$ cat src/rtl/sldf_pkg.sv
`timescale 1ns / 1ps
// Shared types and constants for the sync/length frame deframer.
// No dependencies; used by sldf_parser and the top level in rtl/.
package sldf_pkg;

  localparam int STORE_BYTES  = 1024;
  localparam int HEADER_BYTES = 8;
  localparam int ADDR_W       = $clog2(STORE_BYTES);
  localparam int WP_W         = ADDR_W + 1;   // write position may equal STORE_BYTES

  // Frame header offsets of the little-endian length
  localparam int LEN_LO_OFS = 6;
  localparam int LEN_HI_OFS = 7;

  typedef enum logic [1:0] {
    REQ_BYTE    = 2'd0,
    REQ_TIMEOUT = 2'd1,
    REQ_READ    = 2'd2,
    REQ_RELEASE = 2'd3
  } req_t;

  localparam logic [1:0] ST_INCOMPLETE = 2'd0;
  localparam logic [1:0] ST_OK         = 2'd1;
  localparam logic [1:0] ST_BAD_LEN    = 2'd2;

  localparam logic [1:0] CFG_SYNC_FIRST    = 2'd0;
  localparam logic [1:0] CFG_SYNC_SECOND   = 2'd1;
  localparam logic [1:0] CFG_PAYLOAD_LIMIT = 2'd2;

  localparam logic [7:0]  RST_SYNC_FIRST    = 8'hAA;
  localparam logic [7:0]  RST_SYNC_SECOND   = 8'h55;
  localparam logic [15:0] RST_PAYLOAD_LIMIT = 16'd1016;

  typedef struct packed {
    logic [1:0] req_type;
    logic [7:0] data_byte;
    logic [9:0] read_index;
  } in_t;

  typedef struct packed {
    logic [1:0]  status;
    logic        frame_ready;
    logic [15:0] frame_payload_len;
    logic [7:0]  read_data;
    logic [15:0] header_error_count;
    logic [15:0] length_error_count;
    logic [15:0] overflow_count;
    logic [15:0] timeout_count;
    logic [15:0] frame_count;
  } out_t;

  typedef struct packed {
    logic [7:0]  sync_first;
    logic [7:0]  sync_second;
    logic [15:0] payload_limit;
  } cfg_t;

  // Frame store port requests from the parser
  typedef struct packed {
    logic              we;
    logic [ADDR_W-1:0] waddr;
    logic [7:0]        wdata;
    logic              re;
    logic [ADDR_W-1:0] raddr;
  } mem_req_t;

endpackage

$ cat src/rtl/sldf_parser.sv
`timescale 1ns / 1ps
// Frame parser: sync search, header walk, length check, counters.
// Depends on sldf_pkg; drives the frame store requests.
module sldf_parser (
  input  logic               clk,
  input  logic               rst_n,
  input  logic               take,
  input  sldf_pkg::in_t      in_data,
  input  sldf_pkg::cfg_t     cfg,
  output sldf_pkg::out_t     res,
  output logic               rd_hit,
  output sldf_pkg::mem_req_t mem
);

  typedef enum logic [3:0] {
    PH_SYNC1   = 4'd0,
    PH_SYNC2   = 4'd1,
    PH_CRC_H   = 4'd2,
    PH_CRC_L   = 4'd3,
    PH_CMD     = 4'd4,
    PH_CTRL    = 4'd5,
    PH_LEN_L   = 4'd6,
    PH_LEN_H   = 4'd7,
    PH_PAYLOAD = 4'd8,
    PH_READY   = 4'd9
  } phase_t;

  phase_t                      phase_r, phase_nxt, phase_eff;
  logic [sldf_pkg::WP_W-1:0]   wp_r, wp_nxt, pos, wp_inc;
  logic [15:0]                 exp_r, exp_nxt;
  logic [7:0]                  len_lo_r, len_lo_nxt;
  logic [15:0]                 herr_r, herr_nxt;
  logic [15:0]                 lerr_r, lerr_nxt;
  logic [15:0]                 ovf_r, ovf_nxt;
  logic [15:0]                 tmo_r, tmo_nxt;
  logic [15:0]                 frm_r, frm_nxt;
  logic [15:0]                 len_rx;
  logic [1:0]                  status;
  logic                        restart_first;
  logic [7:0]                  b;

  assign b      = in_data.data_byte;
  assign len_rx = {b, len_lo_r};

  always_comb begin
    phase_nxt     = phase_r;
    wp_nxt        = wp_r;
    exp_nxt       = exp_r;
    len_lo_nxt    = len_lo_r;
    herr_nxt      = herr_r;
    lerr_nxt      = lerr_r;
    ovf_nxt       = ovf_r;
    tmo_nxt       = tmo_r;
    frm_nxt       = frm_r;
    status        = sldf_pkg::ST_INCOMPLETE;
    rd_hit        = 1'b0;
    mem           = '0;
    phase_eff     = phase_r;
    pos           = wp_r;
    restart_first = 1'b0;
    wp_inc        = '0;

    unique case (sldf_pkg::req_t'(in_data.req_type))
      sldf_pkg::REQ_BYTE: begin
        // A held frame is dropped; a full store counts an overflow. Both restart.
        restart_first = (phase_r == PH_READY) || (phase_r > PH_READY) ||
                        (wp_r == sldf_pkg::WP_W'(sldf_pkg::STORE_BYTES));
        if (phase_r != PH_READY && phase_r <= PH_READY &&
            wp_r == sldf_pkg::WP_W'(sldf_pkg::STORE_BYTES)) begin
          ovf_nxt = ovf_r + 16'd1;
        end
        if (restart_first) begin
          phase_eff = PH_SYNC1;
          pos       = '0;
          exp_nxt   = '0;
        end
        wp_inc    = pos + sldf_pkg::WP_W'(1);
        mem.we    = 1'b1;
        mem.waddr = sldf_pkg::ADDR_W'(pos);
        mem.wdata = b;

        unique case (phase_eff)
          PH_SYNC1: begin
            if (b == cfg.sync_first) begin
              phase_nxt = PH_SYNC2;
              wp_nxt    = wp_inc;
            end else begin
              phase_nxt = PH_SYNC1;
              herr_nxt  = herr_r + 16'd1;
              wp_nxt    = '0;
            end
          end
          PH_SYNC2: begin
            if (b == cfg.sync_second) begin
              phase_nxt = PH_CRC_H;
              wp_nxt    = wp_inc;
            end else begin
              // resync: byte lands at offset 0 whether or not it is kept
              herr_nxt  = herr_r + 16'd1;
              exp_nxt   = '0;
              mem.waddr = '0;
              if (b == cfg.sync_first) begin
                phase_nxt = PH_SYNC2;
                wp_nxt    = sldf_pkg::WP_W'(1);
              end else begin
                phase_nxt = PH_SYNC1;
                wp_nxt    = '0;
              end
            end
          end
          PH_LEN_L: begin
            len_lo_nxt = b;
            phase_nxt  = PH_LEN_H;
            wp_nxt     = wp_inc;
          end
          PH_LEN_H: begin
            if (len_rx > cfg.payload_limit) begin
              lerr_nxt  = lerr_r + 16'd1;
              phase_nxt = PH_SYNC1;
              wp_nxt    = '0;
              exp_nxt   = '0;
              status    = sldf_pkg::ST_BAD_LEN;
            end else if (len_rx == 16'd0) begin
              exp_nxt   = len_rx;
              phase_nxt = PH_READY;
              wp_nxt    = wp_inc;
              frm_nxt   = frm_r + 16'd1;
              status    = sldf_pkg::ST_OK;
            end else begin
              exp_nxt   = len_rx;
              phase_nxt = PH_PAYLOAD;
              wp_nxt    = wp_inc;
            end
          end
          PH_PAYLOAD: begin
            wp_nxt = wp_inc;
            if (32'(wp_inc) - 32'(sldf_pkg::HEADER_BYTES) >= 32'(exp_r)) begin
              phase_nxt = PH_READY;
              frm_nxt   = frm_r + 16'd1;
              status    = sldf_pkg::ST_OK;
            end
          end
          PH_CRC_H: begin
            phase_nxt = PH_CRC_L;
            wp_nxt    = wp_inc;
          end
          PH_CRC_L: begin
            phase_nxt = PH_CMD;
            wp_nxt    = wp_inc;
          end
          PH_CMD: begin
            phase_nxt = PH_CTRL;
            wp_nxt    = wp_inc;
          end
          PH_CTRL: begin
            phase_nxt = PH_LEN_L;
            wp_nxt    = wp_inc;
          end
          default: begin
            phase_nxt = PH_SYNC1;
            wp_nxt    = '0;
          end
        endcase
      end
      sldf_pkg::REQ_TIMEOUT: begin
        if (phase_r != PH_SYNC1 && phase_r != PH_READY) begin
          tmo_nxt   = tmo_r + 16'd1;
          phase_nxt = PH_SYNC1;
          wp_nxt    = '0;
          exp_nxt   = '0;
        end
      end
      sldf_pkg::REQ_READ: begin
        mem.re    = 1'b1;
        mem.raddr = sldf_pkg::ADDR_W'(in_data.read_index);
        if (phase_r == PH_READY) begin
          status = sldf_pkg::ST_OK;
          rd_hit = 32'(in_data.read_index) < 32'(wp_r);
        end
      end
      sldf_pkg::REQ_RELEASE: begin
        if (phase_r == PH_READY) begin
          status    = sldf_pkg::ST_OK;
          phase_nxt = PH_SYNC1;
          wp_nxt    = '0;
          exp_nxt   = '0;
        end
      end
      default: begin
      end
    endcase

    res.status             = status;
    res.frame_ready        = (phase_nxt == PH_READY);
    res.frame_payload_len  = exp_nxt;
    res.read_data          = '0;
    res.header_error_count = herr_nxt;
    res.length_error_count = lerr_nxt;
    res.overflow_count     = ovf_nxt;
    res.timeout_count      = tmo_nxt;
    res.frame_count        = frm_nxt;

    // only enable the store when the beat is really taken
    mem.we = mem.we & take;
    mem.re = mem.re & take;
  end

  always_ff @(posedge clk) begin
    if (!rst_n) begin
      phase_r <= PH_SYNC1;
      wp_r    <= '0;
      exp_r   <= '0;
      herr_r  <= '0;
      lerr_r  <= '0;
      ovf_r   <= '0;
      tmo_r   <= '0;
      frm_r   <= '0;
    end else if (take) begin
      phase_r <= phase_nxt;
      wp_r    <= wp_nxt;
      exp_r   <= exp_nxt;
      herr_r  <= herr_nxt;
      lerr_r  <= lerr_nxt;
      ovf_r   <= ovf_nxt;
      tmo_r   <= tmo_nxt;
      frm_r   <= frm_nxt;
    end
  end

  always_ff @(posedge clk) begin
    if (take) begin
      len_lo_r <= len_lo_nxt;
    end
  end

endmodule

$ cat config.mk
export PLATFORM = sky130hd
export DESIGN_NAME = sldf_parser
export DESIGN_NICKNAME = d
export VERILOG_FILES = /design/src/rtl/sldf_pkg.sv /design/src/rtl/sldf_parser.sv
export SDC_FILE = /design/constraint.sdc
export NUM_CORES = 1
export LEC_CHECK = 0
export BUFFER_PORTS_ARGS = -buffer_cell sky130_fd_sc_hd__clkbuf_2
export CORE_MARGIN = 5
export CORE_UTILIZATION = 50
export CTS_CLUSTER_DIAMETER = 120
export DETAILED_ROUTE_END_ITERATION = 10
export PLACE_DENSITY = 0.85
export SYNTH_ARGS = -nofsm -noshare
export SYNTH_HDL_FRONTEND = slang
export SYNTH_SLANG_ARGS = --single-unit
$ cat constraint.sdc
create_clock -name clk -period 5.2 [get_ports clk]
set_input_delay 0.52 -clock clk [delete_from_list [all_inputs] [get_ports clk]]
set_output_delay 0.52 -clock clk [all_outputs]
set_load 0.005 [all_outputs]
==> results.toml <==
[run_status]
status = "finished clean"

[cells_and_area]
fin_area_mm2 = 0.0104
nFillCells = 1518
n_antenna_cell = 0
drive_above_1_share = 0.204
syn_to_final_growth_pct = 18.4
layout_common_cells = "184 x clkbuf_2, 134 x nor2_1, 111 x dfxtp_1"
final_common_cell = "clkbuf_2"
nets = 1388

[global_route]
grt_pass1_wl_um = 39500
antenna_found_initial = 0
first_global_vias = 8056
grt_max_degree = 56
track_usage = 0.237
grt-ovfl-total = 0

[clock_network]
clk_pin_slew_ps = 60
cts_setup_buffers = 0
clock-root-buffer = "clkbuf_16"
clock_latency_ps = 420
htreeDepth = 4
cts_tree = "built"
cts.sinks = 119
tritoncts.num_buffers = 17
cts-root-to-sink-buffers = 2

[floorplanning]
floorplan.die.height_um = 143
start_util = 0.509
fp.dieArea_mm2 = 0.0203
rows = 48
coreArea_mm2 = 0.0173
fp.dieW_um = 143
num_io_pins = 193

[place]
place_congestion = 0.941
dp_slack_ps = 524
port_buffers = 184
post-dp-hpwl_um = 18200
dpl-instance-area_mm2 = 0.00979

[synth]
yosysUniqueCellTypes = 74
syn_avg_cell_area_um2 = 7.74
yosysSeqAreaShare = 0.280
syn-cell-area_mm2 = 0.00880
yosys_warnings = 0
synthArstFlopShare = 0
netlist_instances = 1137
synth-seq-cells = 119
synth_enable_flop_cells = 8
synth_ff_type = "dfxtp_1"

[timing]
finalCritPeriodShare = 0.931
rsz0062_at_grt = "no"
worst_slew_pin_slew_ps = 1080
finalWorstSetupSlack_ps = 357
finalSetupViolCount = 0
timing.fmax_mhz = 206
slew_viol_final = 0
setup_tns_ps = 0
skew_ps = 10.6
slew_headroom = 0.277
hold_viol = 0
min_period_ps = 4840

[detailed_routing]
vias = 8682
post_drt_wl_per_cell_um = 16.1
drtIter0Drc = 665
viasPerCell = 5.69
firstDrtPassIters = 5
drc_errors = 0
routed_wl_um = 24500
ant_nets = 0

[critical_path]
worst_ep_required_time_ps = 4680
r2r_end = "frm_r[14]"
cp-end-kind = "primary output"
r2r_start = "wp_r[0]"
reg2reg_slack_ps = 1110
worstSetupStartpoint = "wp_r[0]"
crit_path_end = "res[14]"
critPathMaxFanout = 9
worstPathArrival_ps = 4320
startpoint_type = "register"
crit_type = "register to primary output"
ff2ff_path_depth = 17

[pwr]
ir_drop_uv = 215
p_leak_nw = 4.36
power_density_mw_per_mm2 = 226

[min_path]
hp-class = "primary input to register"

[job]
cap_violations = 0
-- final cells by class --
cell class | instances | area [µm²] | share of cell area
clock inverter | 12 | 138 | 0.0132
multi-input combinational | 893 | 5810 | 0.558
inverter | 58 | 218 | 0.0209
timing repair buffer | 198 | 1030 | 0.0985
tap | 225 | 282 | 0.0270
sequential | 119 | 2460 | 0.236
clock buffer | 20 | 478 | 0.0459
-- metal layers --
metal | track usage | up-vias | part of all wire | wire (µm)
met5 | 0 | - | 0 | 0
met4 | 0.105 | 0 | 0.032 | 784
met3 | 0.0412 | 69 | 0.073 | 1790
met2 | 0.387 | 356 | 0.48 | 11600
met1 | 0.308 | 4026 | 0.42 | 10300
li1 | - | 4231 | - | -
-- timing repair --
item	4_1_cts	5_1_grt
endpoints found under the hold margin	0	0
setup endpoints to repair	0	18
hold buffers	0	0
resized for setup	0	3
-- logic make-up after synthesis --
group           Yosys count  share of synthesized area
compound gates          182                      0.141
xor+xnor                161                      0.161
fa+ha+maj                46                     0.0654
buf+inv                 132                     0.0636
flops                   119                      0.280
mux                       6                    0.00754
other cells               1                   0.000426
simple gates            490                      0.281
-- cell usage after synthesis, types with 3 or more instances --
library cell / n / share of area
a211oi_1: 4 / 0.0034
a21o_1: 5 / 0.0043
a21oi_1: 50 / 0.028
a22o_1: 16 / 0.016
a22oi_1: 23 / 0.020
a31oi_1: 4 / 0.0028
a41oi_1: 4 / 0.0040
and2_1: 45 / 0.032
and3_1: 26 / 0.018
and4_1: 9 / 0.0090
buf_1: 3 / 0.0013
buf_2: 9 / 0.0051
buf_4: 9 / 0.0077
clkbuf_1: 51 / 0.022
dfxtp_1: 111 / 0.25
edfxtp_1: 8 / 0.027
ha_1: 46 / 0.065
inv_1: 57 / 0.024
mux2_2: 5 / 0.0064
nand2_1: 98 / 0.042
nand2_2: 5 / 0.0036
nand2b_1: 4 / 0.0028
nand3_1: 54 / 0.031
nand4_1: 31 / 0.022
nor2_1: 134 / 0.057
nor2b_1: 5 / 0.0036
nor3_1: 29 / 0.017
nor3b_1: 3 / 0.0026
nor4_1: 12 / 0.0085
nor4_2: 6 / 0.0085
o211ai_1: 7 / 0.0060
o21ai_0: 35 / 0.020
o21bai_1: 3 / 0.0026
o31ai_1: 3 / 0.0026
or2_2: 3 / 0.0021
or3_1: 14 / 0.010
or4_1: 3 / 0.0026
xnor2_1: 84 / 0.084
xor2_1: 76 / 0.076
-- worst max-delay path, cell delays in order, from the launching register on --
cell and delay (ps):
dfxtp_1 540, and3_1 330, nand2_1 100, xnor2_1 150, nor2_1 70, inv_1 80
ha_1 200, o31ai_1 150, nor2b_1 370, ha_1 340, a21oi_1 120, o21ai_0 110
a221oi_1 350, nand4bb_1 210, buf_4 220, nand2_1 60, a21oi_1 60, o21ai_0 260
clkbuf_2 170
-- sequential cells by signal (all words and copies together), names as in the netlist --
signal,cells
exp_r,16
frm_r,16
herr_r,16
lerr_r,16
ovf_r,16
tmo_r,16
wp_r,11
len_lo_r,8
phase_r,4
-- worst min path at each step --
| stage | from | to | slack (ps) | cells after the start |
|---|---|---|---|---|
| after floorplan | herr_r[15] | herr_r[15] | 470 | 2 |
| after detailed placement | herr_r[1] | herr_r[1] | 500 | 2 |
| final | in_data[17] | len_lo_r[7] | 480 | 1 |
| after CTS | in_data[17] | len_lo_r[7] | 470 | 1 |
| after global placement | herr_r[15] | herr_r[15] | 480 | 2 |
| after global routing | in_data[11] | len_lo_r[1] | 480 | 1 |
-- metrics by stage --
stage / std cells / total power [W] / hold WS (ps) / utilization
after floorplan: 1144 / 0.00108 / 470 / -
after global placement: 1493 / 0.00115 / 482 / 0.566
after detailed placement: 1493 / 0.00116 / 501 / 0.566
after CTS: 1525 / 0.00236 / 468 / 0.601
after global routing: 1525 / 0.00243 / 476 / 0.602
final: 1525 / 0.00235 / 480 / 0.602
-- power breakdown --
group / switching [W] / internal, W / total, W
Sequential: 0.00000818 / 0.000927 / 0.000935
Clock: 0.000446 / 0.000764 / 0.00121
Combinational: 0.000129 / 0.0000750 / 0.000204
Power figures use the tool's default switching activity.
